### src/rtl/core/mtc_pkg.sv
// ----------------------------------------------------------------------------
// Morse table codec package
// Shared opcodes, character constants and controller/datapath interface types.
// ----------------------------------------------------------------------------
package mtc_pkg;

  localparam logic [1:0] OP_LOAD   = 2'd0;
  localparam logic [1:0] OP_ENCODE = 2'd1;
  localparam logic [1:0] OP_DECODE = 2'd2;
  localparam logic [1:0] OP_RSVD   = 2'd3;

  localparam logic [7:0] CH_SPACE = 8'h20;
  localparam logic [7:0] CH_SLASH = 8'h2F;
  localparam logic [7:0] CH_QUEST = 8'h3F;
  localparam logic [7:0] CH_TAB   = 8'h09;
  localparam logic [7:0] CH_CR    = 8'h0D;
  localparam logic [7:0] CH_LC_A  = 8'h61;
  localparam logic [7:0] CH_LC_Z  = 8'h7A;
  localparam logic [7:0] CASE_OFS = 8'h20;

  typedef enum logic [1:0] {
    SEL_ROW    = 2'd0,
    SEL_SLASHQ = 2'd1,
    SEL_SPACE  = 2'd2,
    SEL_HIT    = 2'd3
  } sel_t;

  typedef struct packed {
    logic capture;
    logic clr_wr;
    logic cnt_clr;
    logic rd_srch;
    logic hit_save;
    logic pos_inc;
    logic tok_clr;
    logic emit;
    logic emit_last;
    sel_t sel;
  } cmd_t;

  typedef struct packed {
    logic in_enc;
    logic in_dec;
    logic in_dec_ends;
    logic clr_done;
    logic slot_free;
    logic enc_has;
    logic pos_zero;
    logic tok_empty;
    logic tok_slash;
    logic match;
    logic srch_done;
  } sts_t;

endpackage

### src/rtl/core/mtc_ctrl.sv
// ----------------------------------------------------------------------------
// Morse table codec controller
// Sequences the clearing pass, encode output and decode table search.
// ----------------------------------------------------------------------------
module mtc_ctrl (
  input  logic          clk,
  input  logic          rst_n,
  input  logic          in_valid,
  output logic          in_ready,
  input  mtc_pkg::sts_t sts,
  output mtc_pkg::cmd_t cmd
);

  typedef enum logic [6:0] {
    S_CLEAR  = 7'b0000001,
    S_IDLE   = 7'b0000010,
    S_ENC    = 7'b0000100,
    S_ENC_SP = 7'b0001000,
    S_DEC    = 7'b0010000,
    S_SRCH   = 7'b0100000,
    S_HIT    = 7'b1000000
  } state_t;

  state_t state_r, state_nxt;

  always_ff @(posedge clk) begin
    if (!rst_n) begin
      state_r <= S_CLEAR;
    end else begin
      state_r <= state_nxt;
    end
  end

  assign in_ready = (state_r == S_IDLE);

  always_comb begin
    state_nxt = state_r;
    cmd       = '0;
    cmd.sel   = mtc_pkg::SEL_ROW;
    unique case (state_r)
      S_CLEAR: begin
        cmd.clr_wr = 1'b1;
        if (sts.clr_done) begin
          state_nxt = S_IDLE;
        end
      end
      S_IDLE: begin
        if (in_valid) begin
          cmd.capture = 1'b1;
          if (sts.in_enc) begin
            state_nxt = S_ENC;
          end else if (sts.in_dec && sts.in_dec_ends) begin
            state_nxt = S_DEC;
          end
        end
      end
      S_ENC: begin
        if (sts.slot_free) begin
          if (sts.enc_has) begin
            cmd.emit    = 1'b1;
            cmd.sel     = mtc_pkg::SEL_ROW;
            cmd.pos_inc = 1'b1;
          end else begin
            cmd.emit  = sts.pos_zero;
            cmd.sel   = mtc_pkg::SEL_SLASHQ;
            state_nxt = S_ENC_SP;
          end
        end
      end
      S_ENC_SP: begin
        if (sts.slot_free) begin
          cmd.emit      = 1'b1;
          cmd.emit_last = 1'b1;
          cmd.sel       = mtc_pkg::SEL_SPACE;
          state_nxt     = S_IDLE;
        end
      end
      S_DEC: begin
        if (sts.tok_empty) begin
          cmd.tok_clr = 1'b1;
          state_nxt   = S_IDLE;
        end else if (sts.tok_slash) begin
          if (sts.slot_free) begin
            cmd.emit      = 1'b1;
            cmd.emit_last = 1'b1;
            cmd.sel       = mtc_pkg::SEL_SPACE;
            cmd.tok_clr   = 1'b1;
            state_nxt     = S_IDLE;
          end
        end else begin
          cmd.cnt_clr = 1'b1;
          state_nxt   = S_SRCH;
        end
      end
      S_SRCH: begin
        if (sts.match) begin
          cmd.hit_save = 1'b1;
          state_nxt    = S_HIT;
        end else if (sts.srch_done) begin
          cmd.tok_clr = 1'b1;
          state_nxt   = S_IDLE;
        end else begin
          cmd.rd_srch = 1'b1;
        end
      end
      S_HIT: begin
        if (sts.slot_free) begin
          cmd.emit      = 1'b1;
          cmd.emit_last = 1'b1;
          cmd.sel       = mtc_pkg::SEL_HIT;
          cmd.tok_clr   = 1'b1;
          state_nxt     = S_IDLE;
        end
      end
      default: begin
        state_nxt = S_CLEAR;
      end
    endcase
  end

endmodule

### config.mk
export PLATFORM = sky130hd
export DESIGN_NAME = mtc_ctrl
export DESIGN_NICKNAME = d
export VERILOG_FILES = /design/src/rtl/core/mtc_pkg.sv /design/src/rtl/core/mtc_ctrl.sv
export SDC_FILE = /design/constraint.sdc
export NUM_CORES = 1
export LEC_CHECK = 0
export BUFFER_PORTS_ARGS = -buffer_cell sky130_fd_sc_hd__buf_4
export CORE_MARGIN = 5
export CORE_UTILIZATION = 41
export CTS_CLUSTER_SIZE = 28
export DETAILED_ROUTE_END_ITERATION = 6
export GPL_ROUTABILITY_DRIVEN = 0
export PLACE_DENSITY = 0.81
export SETUP_SLACK_MARGIN = 0.1
export SKIP_LAST_GASP = 1
export SYNTH_ARGS = -nofsm -noshare
export SYNTH_HDL_FRONTEND = slang
export SYNTH_SLANG_ARGS = --single-unit
### constraint.sdc
create_clock -name clk -period 2.21 [get_ports clk]
set_input_delay 0.663 -clock clk [delete_from_list [all_inputs] [get_ports clk]]
set_output_delay 0.663 -clock clk [all_outputs]
set_load 0.05 [all_outputs]
== Word-level counts from Yosys, hierarchy flattened ==
Cells that the tools add are included.
Word-level totals
  input bits: 14
  output and inout bits: 12
  logic and storage cells: 58
  register bits: 7
Operators by class
  muxes and demuxes: 41
  equality and inequality tests: 13
  reductions and logical operators: 3
Operators with widths (count)
  7-bit 2-to-1 mux: 11
  7-bit one-hot mux with 6 select lines: 1
  1-bit 2-to-1 mux: 19
  5-bit 2-to-1 mux: 3
  4-bit 2-to-1 mux: 2
  2-bit inequality test, second input constant: 4
  2-bit one-hot mux with 4 select lines: 1
  7-bit by 1-bit equality test with 1-bit output, second input constant: 1
  7-bit by 2-bit equality test with 1-bit output, second input constant: 1
  7-bit by 3-bit equality test with 1-bit output, second input constant: 1
  7-bit by 4-bit equality test with 1-bit output, second input constant: 1
  7-bit by 5-bit equality test with 1-bit output, second input constant: 1
  7-bit by 6-bit equality test with 1-bit output, second input constant: 1
  7-bit equality test, second input constant: 1
  1-bit one-hot mux with 3 select lines: 2
  6-bit AND reduction: 1
  1-bit one-hot mux with 4 select lines: 1
  3-bit by 1-bit inequality test with 1-bit output, second input constant: 1
  3-bit inequality test, second input constant: 1
  2-bit 2-to-1 mux: 1
  2-bit OR reduction: 1
  1-bit logical AND: 1

== Longest topological paths before layout ==
  word-level depth: 5
  mapped depth: 8
  gate-level depth less buffers: 6

== Least setup slack after synthesis ==
OpenSTA, ideal clock, no wires.
  kind: register to output
  from: reg state_r[3]
  to: out cmd[10] (netlist name)
  buffers on the path: 1
  required time: 1547 ps
  cell stages (with the launch flop): 5
  arrival time: 2742 ps
  path slack: -1195 ps
  path through: dfxtp_1 or4_1 buf_2 nor3_1 and2_1
RTL lines
  from (decl): line mtc_ctrl.sv:24  | state_t state_r, state_nxt;
  from (signal assigned): line mtc_ctrl.sv:30  | state_r <= state_nxt;
  to (decl): line mtc_ctrl.sv:11  | output mtc_pkg::cmd_t cmd

==> key figures <==
Run status
  – Status: finished with violations
  – Failing checks: setup timing

Yosys
  – Synth Register Bits: 7
  – Async S/R FF share, synth: 0%
  – Post-synthesis simple-gate area fraction: 43.9%
  – Main flop type after synthesis: dfxtp_1
  – Register area share after synthesis: 22.8%
  – Mux cell area share after synthesis: 0%
  – Syn Area/Cell: 7.08 sq um
  – Synth Area in Compound Gates: 24.8%
  – Synth warn: 0
  – Post-synthesis xor/xnor area fraction: 2.85%
  – Largest family of logic cells by synthesized area: simple AND/OR/NAND/NOR gates
  – Adder-Cell Fraction of Synth Area: 0%
  – Syn_nets: 101
  – EDFF count, synth: 0
  – Synth cell types: 40
  – Post-Syn Instances: 87
  – Synthesized area: 616 sq um

Critical path
  – Crit Path Class: reg -> out
  – R2R setup slack: 0.10 ns
  – Worst reg2reg startpoint: state_r[5]$_SDFFE_PN0P_
  – Worst r2r dst: state_r[0]$_SDFFE_PN1P_
  – CP max FO: 3
  – CP endpoint: cmd[9]
  – Worst R2R Path Depth: 7
  – CP startpoint kind: flip-flop
  – Critical Path Source: state_r[5]$_SDFFE_PN0P_
  – Crit end category: output port
  – Crit path DAT: 1.99 ns
  – Req. time, crit path: 1.55 ns

Route
  – Drt first pass iters: 5
  – Antenna Violating Nets Remaining: 0
  – Met3 wire len: 420 um
  – Met1 Wirelength: 1220 um
  – DRC Markers: 0
  – DRT Wirelength: 3380 um
  – WL met2: 1550 um
  – Post-DR vias/cell: 6.48
  – DRT iter0 DRCs: 96
  – WL per Instance: 21.5 um
  – Vias: 1017
  – Top Layer Used: met4

Timing
  – Final min period: 2.66 ns
  – Part of the cycle the worst path needs: 120%
  – Max Fclk: 376 MHz
  – Final setup viols: 11
  – Relative slew slack: 74.7%
  – Max-slew violations: 0
  – Hold Violations, Final: 0
  – Worst Max-Slew Pin Slew: 0.379 ns
  – Clk_skew: 0.00293 ns
  – Final Worst Setup Slack: -0.447 ns
  – RSZ-0062 raised after global routing: yes

Final layout
  – Final Instance Area: 1320 sq um
  – Post-layout util: 89.8%
  – Max FFs per register: 7
  – Number of fill cells: 63
  – Biggest regs: state_r x7
  – Most common cell after layout, fill and taps aside: buf_4
  – Final #Nets: 156
  – Most flops, register: state_r
  – Antenna Cells: 0
  – Commonest non-fill, non-tap cells in the layout: 37 x buf_4, 11 x buf_6, 8 x nor2_1, 7 x buf_8
  – P&R area growth vs syn: 115%
  – Share of layout cells above drive strength 1: 60.3%

Global route
  – All-layer global routing usage: 26.9%
  – First-pass GRT wire length: 5030 um
  – Global route overflow: 0
  – Initial antenna violation count: 0
  – Largest net degree at the start of global routing: 10
  – Vias in the first global route: 1015

CTS
  – Deepest clock path buffer count: 2
  – Cts bufs inserted: 3
  – Later-pin clock latency in the skew report: 0.27 ns
  – Hold buffers post-CTS: 0
  – Clock root buffer: clkbuf_4
  – CTS tree: done
  – Clock transition at path regs: 0.06 ns
  – Clk sinks: 7
  – Htree depth: 1

Placement
  – Post-DP HPWL: 1720 um
  – Post-DP Area: 1030 sq um
  – Port Buffers: 25

Floorplan
  – # IOs: 26
  – FP Rows: 14
  – Initial core utilization: 41.8%
  – Die W: 48.8 um
  – Die H: 48.8 um
  – Die Area: 2380 sq um
  – Core Region: 1470 sq um

Power and ir drop
  – VDD IR-drop max: 600 uV
  – Power Total: 884 uW
  – Power Dens Cells: 669 nW/um^2
  – Leakage power: 0.568 nW

Min path
  – Hold Path Class: in -> reg

Flow run
  – Max Cap Viol: 0
[worst max-delay path, stage by stage (launching register included)]
cell	delay (ns)
dfxtp_2	0.34
or4_4	0.55
or4b_4	0.60
inv_8	0.08
buf_6	0.15
[how the worst min path moves through the flow]
stage               cells past startpoint  slack (ns)                     from                 endpoint
floorplan                               2        0.54  state_r[4]$_SDFFE_PN0P_  state_r[4]$_SDFFE_PN0P_
global placement                        3        0.62  state_r[3]$_SDFFE_PN0P_  state_r[0]$_SDFFE_PN1P_
detailed placement                      3        0.64  state_r[3]$_SDFFE_PN0P_  state_r[0]$_SDFFE_PN1P_
CTS                                     2        0.63                   sts[7]  state_r[0]$_SDFFE_PN1P_
global route                            2        0.64                   sts[7]  state_r[0]$_SDFFE_PN1P_
finish                                  2        0.63                   sts[7]  state_r[0]$_SDFFE_PN1P_
[cell type report]
type	count	area (sq um)	share of cell area [%]
multi-input combinational	71	602	45.5
sequential	7	144	10.9
tap	16	20.0	1.52
clock buffer	4	26.3	1.99
inverter	4	22.5	1.70
timing repair buffer	55	507	38.4
[per-stage QoR]
step / instances / setup WS [ns] / hold slack (ns) / TNS [ns]
5_1_grt: 157 / -0.504 / 0.643 / -3.71
4_1_cts: 153 / -0.394 / 0.627 / -2.36
2_1_floorplan: 87 / -0.242 / 0.535 / -0.820
3_5_place_dp: 140 / -0.234 / 0.639 / -0.850
3_3_place_gp: 140 / -0.213 / 0.625 / -0.725
6_report: 157 / -0.447 / 0.625 / -3.02
[synthesized netlist by cell type (2+ instances only)]
cell type  count  area (sq um)
o21a_1         2          15.0
nor3_1         3          15.0
clkbuf_1       4          15.0
nand2b_1       2          12.5
nand2_1        5          18.8
o21ai_1        4          20.0
a31oi_1        2          12.5
inv_1          3          11.3
o31ai_1        2          15.0
and2_1         3          18.8
nor2b_1        5          31.3
nor2_1        12          45.0
nand3_1        2          10.0
a21oi_1        4          20.0
dfxtp_1        7           140
nor3b_1        3          22.5
[metal layers]
layer,vias to the layer above,global-route usage [%]
li1,431,-
met1,472,30.0
met2,90,45.9
met3,24,10.1
met4,0,9.87
met5,-,0
[where the power goes]
group	internal, mW	switching, mW
Clock	0.0697	0.0591
Sequential	0.144	0.0169
Combinational	0.263	0.331
Total	0.477	0.407
[cells by family (layout without fill, tap and decap cells)]
group                     after synthesis  after routing
and+or+nand+nor                        46             46
buffers and inverters                   9             63
AOI/OAI and AO/OA                      23             23
DFF                                     7              7
xor gates and xnor gates                2              2
[timing repair]
| item | in CTS | in global routing |
|---|---|---|
| gates resized for setup | 39 | 4 |
| pin swaps | 14 | 4 |
| buffers inserted | 9 | 4 |
| endpoints found under the hold margin | 0 | 0 |
| endpoints found under the setup margin | 12 | 17 |
Note: power is estimated with default switching activity, not from simulation.
